### config.mk
export PLATFORM = sky130hd
export DESIGN_NAME = polygon_ring_triangle_indexer_core
export DESIGN_NICKNAME = d
export VERILOG_FILES = /design/src/sv/prti_pkg.sv /design/src/sv/prti_rem.sv /design/src/sv/prti_datapath.sv /design/src/sv/prti_ctrl.sv /design/src/sv/polygon_ring_triangle_indexer_core.sv
export SDC_FILE = /design/constraint.sdc
export NUM_CORES = 1
export LEC_CHECK = 0
export ABC_CLOCK_PERIOD_IN_PS = 4900
export BUFFER_PORTS_ARGS = -buffer_cell sky130_fd_sc_hd__buf_2
export CAP_MARGIN = 20
export CORE_MARGIN = 4
export CORE_UTILIZATION = 50
export CTS_BUF_LIST = sky130_fd_sc_hd__clkbuf_8
export CTS_CLUSTER_DIAMETER = 30
export DETAILED_ROUTE_END_ITERATION = 8
export HOLD_SLACK_MARGIN = 0.03
export MAX_ROUTING_LAYER = met4
export PLACE_DENSITY = 0.73
export SKIP_CTS_REPAIR_TIMING = 1
export SYNTH_ARGS = -nofsm -noshare
export SYNTH_HDL_FRONTEND = slang
export SYNTH_SLANG_ARGS = --single-unit
### constraint.sdc
create_clock -name aclk -period 4.9 [get_ports aclk]
set_input_delay 0.98 -clock aclk [delete_from_list [all_inputs] [get_ports aclk]]
set_output_delay 0.98 -clock aclk [all_outputs]
set_load 0.01 [all_outputs]
### src/sv/prti_pkg.sv
`default_nettype none

package prti_pkg;

    // Field and counter widths.
    localparam int CNT_W     = 7;
    localparam int IDX_W     = 19;
    localparam int PR_W      = 13;
    localparam int CFG_IDX_W = 2;

    // Register limits and reset values.
    localparam int MAX_SEGMENTS = 64;
    localparam int MAX_SIDES    = 64;
    localparam int MAX_RINGS    = 64;
    localparam int MIN_SIDES    = 3;
    localparam int RST_SEGMENTS = 1;
    localparam int RST_SIDES    = 3;
    localparam int RST_RINGS    = 1;

    // Register indexes on the configuration port.
    localparam logic [CFG_IDX_W-1:0] REG_SEGMENTS = 2'd0;
    localparam logic [CFG_IDX_W-1:0] REG_SIDES    = 2'd1;
    localparam logic [CFG_IDX_W-1:0] REG_RINGS    = 2'd2;

    typedef struct packed {
        logic accept;
        logic capture;
        logic calc;
        logic mod_start;
        logic emit;
    } prti_cmd_t;

    typedef struct packed {
        logic over;
        logic rem_done;
        logic out_free;
    } prti_status_t;

endpackage

`default_nettype wire

### src/sv/prti_rem.sv
`default_nettype none

module prti_rem (
    input  wire logic                       aclk,
    input  wire logic                       aresetn,
    input  wire logic                       start,
    input  wire logic [prti_pkg::PR_W-1:0]  dividend,
    input  wire logic [prti_pkg::PR_W-1:0]  divisor,
    output logic                            done,
    output logic [prti_pkg::PR_W-1:0]       remainder
);
    import prti_pkg::*;

    localparam int STEP_W = $clog2(PR_W);
    localparam logic [STEP_W-1:0] LAST_STEP = STEP_W'(PR_W - 1);

    logic              busy_reg, busy_next;
    logic [STEP_W-1:0] cnt_reg, cnt_next;
    logic [PR_W:0]     rem_reg, rem_next;
    logic [PR_W-1:0]   dvd_reg, dvd_next;
    logic [PR_W-1:0]   div_reg, div_next;
    logic [PR_W:0]     trial;
    logic [PR_W:0]     wide_dvd;
    logic [PR_W:0]     wide_div;

    always_comb begin
        wide_dvd  = {1'b0, dividend};
        wide_div  = {1'b0, divisor};
        trial     = {rem_reg[PR_W-1:0], dvd_reg[PR_W-1]};
        busy_next = busy_reg;
        cnt_next  = cnt_reg;
        rem_next  = rem_reg;
        dvd_next  = dvd_reg;
        div_next  = div_reg;
        if (start) begin
            div_next = divisor;
            // Values below twice the divisor settle with at most a single subtract.
            if (wide_dvd < wide_div) begin
                rem_next = wide_dvd;
            end else if (wide_dvd < {divisor, 1'b0}) begin
                rem_next = wide_dvd - wide_div;
            end else begin
                rem_next  = '0;
                dvd_next  = dividend;
                cnt_next  = '0;
                busy_next = 1'b1;
            end
        end else if (busy_reg) begin
            // One restoring step per cycle, most significant bit first.
            if (trial >= {1'b0, div_reg}) begin
                rem_next = trial - {1'b0, div_reg};
            end else begin
                rem_next = trial;
            end
            dvd_next = {dvd_reg[PR_W-2:0], 1'b0};
            if (cnt_reg == LAST_STEP) begin
                busy_next = 1'b0;
            end else begin
                cnt_next = cnt_reg + STEP_W'(1);
            end
        end
    end

    always_ff @(posedge aclk) begin
        if (!aresetn) begin
            busy_reg <= 1'b0;
        end else begin
            busy_reg <= busy_next;
        end
        cnt_reg <= cnt_next;
        rem_reg <= rem_next;
        dvd_reg <= dvd_next;
        div_reg <= div_next;
    end

    assign done      = !busy_reg;
    assign remainder = rem_reg[PR_W-1:0];

endmodule

`default_nettype wire

### src/sv/prti_datapath.sv
`default_nettype none

module prti_datapath (
    input  wire logic                            aclk,
    input  wire logic                            aresetn,
    input  wire prti_pkg::prti_cmd_t             cmd,
    output prti_pkg::prti_status_t               status,
    input  wire logic                            s_restart,
    input  wire logic                            cfg_valid,
    input  wire logic [prti_pkg::CFG_IDX_W-1:0]  cfg_index,
    input  wire logic [prti_pkg::CNT_W-1:0]      cfg_data,
    output logic                                 m_valid,
    input  wire logic                            m_ready,
    output logic [prti_pkg::IDX_W-1:0]           m_index_a,
    output logic [prti_pkg::IDX_W-1:0]           m_index_b,
    output logic [prti_pkg::IDX_W-1:0]           m_index_c,
    output logic                                 m_final_triangle,
    output logic                                 m_finished
);
    import prti_pkg::*;

    logic [CNT_W-1:0] seg_reg, seg_next;
    logic [CNT_W-1:0] side_reg, side_next;
    logic [CNT_W-1:0] ring_reg, ring_next;
    logic [CNT_W-1:0] clamped;

    logic [CNT_W-1:0] seg_pos_reg, seg_pos_next;
    logic [CNT_W-1:0] side_pos_reg, side_pos_next;
    logic [CNT_W-1:0] ring_pos_reg, ring_pos_next;
    logic             half_reg, half_next;

    logic             over_reg;
    logic [PR_W-1:0]  per_ring_reg;
    logic [PR_W-1:0]  side_prod_reg;
    logic [IDX_W-1:0] base_reg;
    logic [PR_W-1:0]  n1_reg;

    logic [2*CNT_W-1:0]      pr_full;
    logic [2*CNT_W-1:0]      sp_full;
    logic [CNT_W+PR_W-1:0]   base_full;

    logic             rem_done;
    logic [PR_W-1:0]  n2;

    logic             over_now;
    logic             innermost;
    logic [CNT_W-1:0] seg_inc, side_inc, ring_inc;
    logic [CNT_W-1:0] adv_seg, adv_side, adv_ring;
    logic             adv_half;
    logic             final_now;
    logic [IDX_W-1:0] n1x, n2x, prx;
    logic [IDX_W-1:0] tri_a, tri_b, tri_c;

    logic             m_valid_reg;
    logic [IDX_W-1:0] a_reg, b_reg, c_reg;
    logic             final_reg, finished_reg;

    // Configuration registers; values above the limit saturate.
    always_comb begin
        seg_next  = seg_reg;
        side_next = side_reg;
        ring_next = ring_reg;
        clamped   = cfg_data;
        case (cfg_index)
            REG_SEGMENTS: begin
                if (cfg_data > CNT_W'(MAX_SEGMENTS)) clamped = CNT_W'(MAX_SEGMENTS);
                if (cfg_valid) seg_next = clamped;
            end
            REG_SIDES: begin
                if (cfg_data > CNT_W'(MAX_SIDES)) clamped = CNT_W'(MAX_SIDES);
                if (cfg_valid) side_next = clamped;
            end
            REG_RINGS: begin
                if (cfg_data > CNT_W'(MAX_RINGS)) clamped = CNT_W'(MAX_RINGS);
                if (cfg_valid) ring_next = clamped;
            end
            default: begin
            end
        endcase
    end

    assign over_now = (seg_reg == '0) || (side_reg < CNT_W'(MIN_SIDES))
                   || (ring_pos_reg >= ring_reg);

    assign pr_full   = (2*CNT_W)'(seg_reg) * (2*CNT_W)'(side_reg);
    assign sp_full   = (2*CNT_W)'(side_pos_reg) * (2*CNT_W)'(seg_reg);
    assign base_full = (CNT_W+PR_W)'(ring_pos_reg) * (CNT_W+PR_W)'(per_ring_reg);

    prti_rem u_rem (
        .aclk      (aclk),
        .aresetn   (aresetn),
        .start     (cmd.mod_start),
        .dividend  (n1_reg + PR_W'(1)),
        .divisor   (per_ring_reg),
        .done      (rem_done),
        .remainder (n2)
    );

    // Walk advance and triangle selection for the emit cycle.
    always_comb begin
        innermost = ((ring_pos_reg + CNT_W'(1)) == ring_reg);
        seg_inc   = seg_pos_reg + CNT_W'(1);
        side_inc  = side_pos_reg + CNT_W'(1);
        ring_inc  = ring_pos_reg + CNT_W'(1);
        adv_seg   = seg_pos_reg;
        adv_side  = side_pos_reg;
        adv_ring  = ring_pos_reg;
        adv_half  = innermost ? half_reg : !half_reg;
        if (innermost || half_reg) begin
            adv_seg = seg_inc;
            if (seg_inc >= seg_reg) begin
                adv_seg  = '0;
                adv_side = side_inc;
                if (side_inc >= side_reg) begin
                    adv_side = '0;
                    adv_half = 1'b0;
                    adv_ring = ring_inc;
                end
            end
        end
        final_now = (seg_reg == '0) || (side_reg < CNT_W'(MIN_SIDES))
                 || (adv_ring >= ring_reg);

        n1x = IDX_W'(n1_reg) + base_reg;
        n2x = IDX_W'(n2) + base_reg;
        prx = IDX_W'(per_ring_reg);
        if (innermost) begin
            tri_a = '0;
            tri_b = n1x;
            tri_c = n2x;
        end else if (!half_reg) begin
            tri_a = n1x;
            tri_b = n2x;
            tri_c = n1x + prx;
        end else begin
            tri_a = n2x;
            tri_b = n2x + prx;
            tri_c = n1x + prx;
        end
    end

    always_comb begin
        seg_pos_next  = seg_pos_reg;
        side_pos_next = side_pos_reg;
        ring_pos_next = ring_pos_reg;
        half_next     = half_reg;
        if (cmd.accept && s_restart) begin
            seg_pos_next  = '0;
            side_pos_next = '0;
            ring_pos_next = '0;
            half_next     = 1'b0;
        end else if (cmd.emit && !over_reg) begin
            seg_pos_next  = adv_seg;
            side_pos_next = adv_side;
            ring_pos_next = adv_ring;
            half_next     = adv_half;
        end
    end

    always_ff @(posedge aclk) begin
        if (!aresetn) begin
            seg_reg      <= CNT_W'(RST_SEGMENTS);
            side_reg     <= CNT_W'(RST_SIDES);
            ring_reg     <= CNT_W'(RST_RINGS);
            seg_pos_reg  <= '0;
            side_pos_reg <= '0;
            ring_pos_reg <= '0;
            half_reg     <= 1'b0;
            m_valid_reg  <= 1'b0;
        end else begin
            seg_reg      <= seg_next;
            side_reg     <= side_next;
            ring_reg     <= ring_next;
            seg_pos_reg  <= seg_pos_next;
            side_pos_reg <= side_pos_next;
            ring_pos_reg <= ring_pos_next;
            half_reg     <= half_next;
            if (cmd.emit) begin
                m_valid_reg <= 1'b1;
            end else if (m_ready) begin
                m_valid_reg <= 1'b0;
            end
        end
    end

    always_ff @(posedge aclk) begin
        if (cmd.capture) begin
            over_reg      <= over_now;
            per_ring_reg  <= pr_full[PR_W-1:0];
            side_prod_reg <= sp_full[PR_W-1:0];
        end
        if (cmd.calc) begin
            base_reg <= base_full[IDX_W-1:0] + IDX_W'(1);
            n1_reg   <= side_prod_reg + PR_W'(seg_pos_reg);
        end
        if (cmd.emit) begin
            if (over_reg) begin
                a_reg        <= '0;
                b_reg        <= '0;
                c_reg        <= '0;
                final_reg    <= 1'b0;
                finished_reg <= 1'b1;
            end else begin
                a_reg        <= tri_a;
                b_reg        <= tri_b;
                c_reg        <= tri_c;
                final_reg    <= final_now;
                finished_reg <= 1'b0;
            end
        end
    end

    assign status.over     = over_now;
    assign status.rem_done = rem_done;
    assign status.out_free = !m_valid_reg || m_ready;

    assign m_valid          = m_valid_reg;
    assign m_index_a        = a_reg;
    assign m_index_b        = b_reg;
    assign m_index_c        = c_reg;
    assign m_final_triangle = final_reg;
    assign m_finished       = finished_reg;

endmodule

`default_nettype wire

### src/sv/prti_ctrl.sv
`default_nettype none

module prti_ctrl (
    input  wire logic                   aclk,
    input  wire logic                   aresetn,
    input  wire logic                   s_valid,
    output logic                        s_ready,
    input  wire prti_pkg::prti_status_t status,
    output prti_pkg::prti_cmd_t         cmd
);
    import prti_pkg::*;

    localparam logic [2:0] ST_IDLE  = 3'd0;
    localparam logic [2:0] ST_CHECK = 3'd1;
    localparam logic [2:0] ST_MUL   = 3'd2;
    localparam logic [2:0] ST_MOD   = 3'd3;
    localparam logic [2:0] ST_WAIT  = 3'd4;
    localparam logic [2:0] ST_EMIT  = 3'd5;

    logic [2:0] state_reg, state_next;

    always_comb begin
        state_next = state_reg;
        cmd        = '0;
        s_ready    = 1'b0;
        case (state_reg)
            ST_IDLE: begin
                s_ready = 1'b1;
                if (s_valid) begin
                    cmd.accept = 1'b1;
                    state_next = ST_CHECK;
                end
            end
            ST_CHECK: begin
                cmd.capture = 1'b1;
                state_next  = status.over ? ST_EMIT : ST_MUL;
            end
            ST_MUL: begin
                cmd.calc   = 1'b1;
                state_next = ST_MOD;
            end
            ST_MOD: begin
                cmd.mod_start = 1'b1;
                state_next    = ST_WAIT;
            end
            ST_WAIT: begin
                if (status.rem_done) state_next = ST_EMIT;
            end
            ST_EMIT: begin
                if (status.out_free) begin
                    cmd.emit   = 1'b1;
                    state_next = ST_IDLE;
                end
            end
            default: begin
                state_next = ST_IDLE;
            end
        endcase
    end

    always_ff @(posedge aclk) begin
        if (!aresetn) begin
            state_reg <= ST_IDLE;
        end else begin
            state_reg <= state_next;
        end
    end

endmodule

`default_nettype wire

### src/sv/polygon_ring_triangle_indexer_core.sv
// A triangle request passes the check, multiply, remainder start, remainder wait and
// emit states before its result is registered; a finished or degenerate one skips to emit.
// A new request is taken only after the last is emitted; emit waits for a free output.
// After a configuration change in mid-walk the ring remainder may need the full division.
// Reset (aresetn low, synchronous) restores the default configuration and rewinds the walk.
`default_nettype none

module polygon_ring_triangle_indexer_core (
    input  wire logic                            aclk,
    input  wire logic                            aresetn,
    // Request channel: one request asks for the next triangle of the walk.
    input  wire logic                            s_valid,
    output logic                                 s_ready,
    input  wire logic                            s_restart,
    // Configuration write channel.
    input  wire logic                            cfg_valid,
    output logic                                 cfg_ready,
    input  wire logic [prti_pkg::CFG_IDX_W-1:0]  cfg_index,
    input  wire logic [prti_pkg::CNT_W-1:0]      cfg_data,
    // Result channel.
    output logic                                 m_valid,
    input  wire logic                            m_ready,
    output logic [prti_pkg::IDX_W-1:0]           m_index_a,
    output logic [prti_pkg::IDX_W-1:0]           m_index_b,
    output logic [prti_pkg::IDX_W-1:0]           m_index_c,
    output logic                                 m_final_triangle,
    output logic                                 m_finished
);
    import prti_pkg::*;

    // The controller sequences a request through capture of the products, the
    // base and position sums, the wrap of the next ring position and the load
    // of the output register; a finished or degenerate one skips to the load.
    // Datapath: configuration, walk counters, arithmetic and output register.
    prti_cmd_t    cmd;
    prti_status_t status;

    // Configuration writes always taken; user must issue them only while idle, unchecked.
    assign cfg_ready = 1'b1;

    prti_ctrl u_ctrl (
        .aclk    (aclk),
        .aresetn (aresetn),
        .s_valid (s_valid),
        .s_ready (s_ready),
        .status  (status),
        .cmd     (cmd)
    );

    // The output register lets a new request be taken while a result waits.
    prti_datapath u_datapath (
        .aclk             (aclk),
        .aresetn          (aresetn),
        .cmd              (cmd),
        .status           (status),
        .s_restart        (s_restart),
        .cfg_valid        (cfg_valid),
        .cfg_index        (cfg_index),
        .cfg_data         (cfg_data),
        .m_valid          (m_valid),
        .m_ready          (m_ready),
        .m_index_a        (m_index_a),
        .m_index_b        (m_index_b),
        .m_index_c        (m_index_c),
        .m_final_triangle (m_final_triangle),
        .m_finished       (m_finished)
    );

endmodule

`default_nettype wire

==> results.tsv <==
stage	metric	value	unit
cells_and_area	P&R area growth vs syn	12.35	%
synthesis	prevailing post-synth register cell	edfxtp_1	
cells_and_area	Final Non-Filler Cells	2828	
setup_path	crit path launch	u_datapath.per_ring_reg[3]$_DFFE_PN_	
drt	drt drc	0	
placed_design	Post-DP HPWL	39570	um
synthesis	post-synth top area share	0.2436	
drt	WL/cell	17.56	um
global_routing	Remaining Overflow, GRT	0	
setup_path	CP endpoint kind	flop	
global_routing	gr usage total	0.2354	
synthesis	Synth Cell Area	19850	um^2
cts	root buf cell	clkbuf_8	
timing	max frequency	0.2130	GHz
setup_path	CP Depth	18	
die	chip width	207.2	um
synthesis	sequential area share after synthesis	0.2920	
setup_path	CP Cell Sequence	buf_4, and2_1, fa_1, ha_1, inv_1, fa_1, fa_1, inv_1, ha_1, nand2_1, o21ai_0, o41ai_2, buf_4, o21ai_1, o41ai_2, o2111ai_1, a21oi_1, xnor2_1	
setup_path	CP max FO	7	
drt	final WL	49650	um
synthesis	Syn Nets	2497	
timing	setup TNS	0	ns
die	Initial Util	0.5100	
run	number of max-cap violations	0	
synthesis	Post-Syn Instances	2148	
setup_path	WP data arrival	5.05	ns
timing	worst setup margin	0.2042	ns
cells_and_area	Layout Nets	2617	
setup_path	FF-to-FF Start	u_datapath.per_ring_reg[3]$_DFFE_PN_	
setup_path	most used cell along the critical path	fa_1	
placed_design	I/O Buffers	75	
run_status	status	finished, final reports clean	
synthesis	Synth cell types	91	
drt	Vias/cell	5.626	
setup_path	CP Launch Type	flop	
setup_path	reg2reg path depth	18	
drt	DR pass1 iterations	6	
setup_path	CP bufs+invs	4	
global_routing	initial antenna violation count	0	
timing	Worst Skew	0.03144	ns
synthesis	async set-reset flop share out of synthesis	0	
cts	CTS Sinks	209	
timing	RSZ-0062 raised after global routing	true	
global_routing	vias in the first global route	15870	
synthesis	Yosys top cell by area	edfxtp_1	
die	# rows	72	
synthesis	#FFs+latches synth	209	
cts	TritonCTS buffer count	52	
cts	# H-tree levels	2	
synthesis	EDFF count, synth	161	
setup_path	RR Endpoint	u_datapath.base_reg[17]$_DFFE_PP_	
hold_path	Hold Path Class	flop to flop	
die	total die area	42950	um^2
cts	CTS tree	done	
placed_design	GPL Wtd Cong	0.9544	
cells_and_area	most common cell after layout, fill and taps aside	ha_1	
die	boundary pin count	77	
timing	period utilisation layout	0.9583	
pwr	P_leak	10.24	nW
timing	relative slew slack	0.2872	
synthesis	synthesized area per cell	9.240	um^2
die	Die Height	207.2	um
cts	clk slew on worst S/H paths	0.06	ns
timing	count of final setup violators	0	
synthesis	yosys warns	0	
setup_path	CP endpoint	u_datapath.base_reg[17]$_DFFE_PP_	
setup_path	critical path class	flop to flop	
cts	CTS Buffer Depth	3	
cts	Clk Latency, worst-skew pair	0.62	ns
global_routing	largest net degree at the start of global routing	59	
setup_path	setup slack, reg-to-reg	0.20	ns
placed_design	Inst Count DP	2732	
timing	Slew @ Worst Pin	1.063	ns
timing	Max Slew Vio Count	0	
pwr	VDD IR-drop max	0.1825	mV
placed_design	Setup Slack @ Placement	0.07176	ns
cells_and_area	Fill cells	3480	
setup_path	critical path's slowest cell	fa_1	
cells_and_area	commonest cells after routing, fill and taps aside	ha_1 (226), inv_1 (225), nand2_1 (223), nor2_1 (174), edfxtp_1 (161)	
pwr	Pwr Density	303.8	nW/um^2
drt	1st-iter DRT viols	935	
setup_path	cell family with most CP delay	adder cells	
drt	Vias	15910	
cells_and_area	n_diodes	0	
timing	Final Hold Viols	0	
die	Core Box Area	38920	um^2
global_routing	first-pass GRT wire length	81360	um
drt	post-route ant nets	0	
cells_and_area	share of layout cells above drive strength 1	0.1143	
setup_path	CP required	5.25	ns
timing	crit path time final	4.696	ns
synthesis	Synth area leaders	edfxtp_1 (24%), ha_1 (14%), fa_1 (11%), dfxtp_1 (4.8%), xnor2_1 (4.8%)	
setup_path	Critical Path Max Stage Delay	0.49	ns
[synthesized netlist by cell type, types with 20 or more instances]
cell type / number
nand3_1: 36
xnor2_1: 108
nor2b_1: 20
nor3_1: 41
dfxtp_1: 48
mux2i_1: 39
and2_1: 89
edfxtp_1: 161
fa_1: 106
a21o_1: 46
inv_1: 215
ha_1: 228
a211oi_1: 37
and3_1: 25
o21a_1: 20
nand2_1: 223
a21oi_1: 115
o21ai_0: 64
clkbuf_1: 53
xor2_1: 53
nor2_1: 177
[report_power, final]
part | total [mW] | switching (mW) | internal [mW]
sequential | 2.20 | 0.105 | 2.09
clock | 2.34 | 0.888 | 1.45
combinational | 2.24 | 1.37 | 0.867
[stage by stage]
step / area (um^2) / utilization / power (mW) / hold WS [ns]
6_report: 22300 / 0.5730 / 6.775 / 0.5173
3_3_place_gp: 21070 / 0.5414 / 4.358 / 0.5044
2_1_floorplan: 19860 / - / 3.813 / 0.4565
5_1_grt: 22300 / 0.5730 / 7.162 / 0.5315
4_1_cts: 22260 / 0.5719 / 6.775 / 0.5185
3_5_place_dp: 21080 / 0.5417 / 4.416 / 0.5060
[worst reg2reg max path, delay by kind of cell, from the launching register on]
family,cells,cell delay [ns]
flip-flops,1,0.40
XOR/XNOR,1,0.10
AO/OA/AOI/OAI,6,1.26
buffers and inverters,4,0.43
adder cells (fa/ha/maj),5,2.01
AND/OR/NAND/NOR,2,0.23
[per-layer routing]
layer | up-vias | track usage | share of wire
li1 | 7727 | - | -
met1 | 7597 | 0.2956 | 0.43
met2 | 475 | 0.3884 | 0.48
met3 | 110 | 0.03748 | 0.057
met4 | 0 | 0.08413 | 0.039
met5 | - | - | 0
[worst min-delay path by stage]
stage	from	endpoint	slack, ns	cells past startpoint
6_report	u_datapath.u_rem.dvd_reg[8]$_DFFE_PP_	u_datapath.u_rem.dvd_reg[9]$_DFFE_PP_	0.52	2
5_1_grt	u_datapath.u_rem.dvd_reg[0]$_SDFFCE_PN0P_	u_datapath.u_rem.dvd_reg[1]$_DFFE_PP_	0.53	2
4_1_cts	u_datapath.u_rem.dvd_reg[0]$_SDFFCE_PN0P_	u_datapath.u_rem.dvd_reg[1]$_DFFE_PP_	0.52	2
3_5_place_dp	u_datapath.u_rem.dvd_reg[9]$_DFFE_PP_	u_datapath.u_rem.dvd_reg[10]$_DFFE_PP_	0.51	2
3_3_place_gp	u_datapath.u_rem.dvd_reg[9]$_DFFE_PP_	u_datapath.u_rem.dvd_reg[10]$_DFFE_PP_	0.50	2
2_1_floorplan	u_datapath.seg_reg[5]$_SDFFE_PN0P_	u_datapath.seg_reg[5]$_SDFFE_PN0P_	0.46	2
[area by class of cell]
type | instances | area (um^2) | share of cell area
timing repair buffer | 136 | 853.3 | 0.03827
sequential | 209 | 5796 | 0.2599
inverter | 217 | 814.5 | 0.03653
clock inverter | 39 | 392.9 | 0.01762
multi-input combinational | 1652 | 13010 | 0.5834
clock buffer | 57 | 784.5 | 0.03518
tap | 518 | 648.1 | 0.02907
[cells by family (layout without fill, tap and decap cells)]
| kind of cell | count (synthesis) | in the layout | synth area share |
|---|---|---|---|
| buf+inv | 287 | 449 | 0.05529 |
| xor+xnor | 162 | 162 | 0.07187 |
| flops | 209 | 209 | 0.2920 |
| mux | 43 | 43 | 0.02194 |
| fa+ha+maj | 334 | 334 | 0.2506 |
| other cells | 1 | 1 | 0.0001889 |
| compound gates | 415 | 415 | 0.1405 |
| simple gates | 697 | 697 | 0.1676 |
Note: power is estimated with default switching activity, not from simulation.
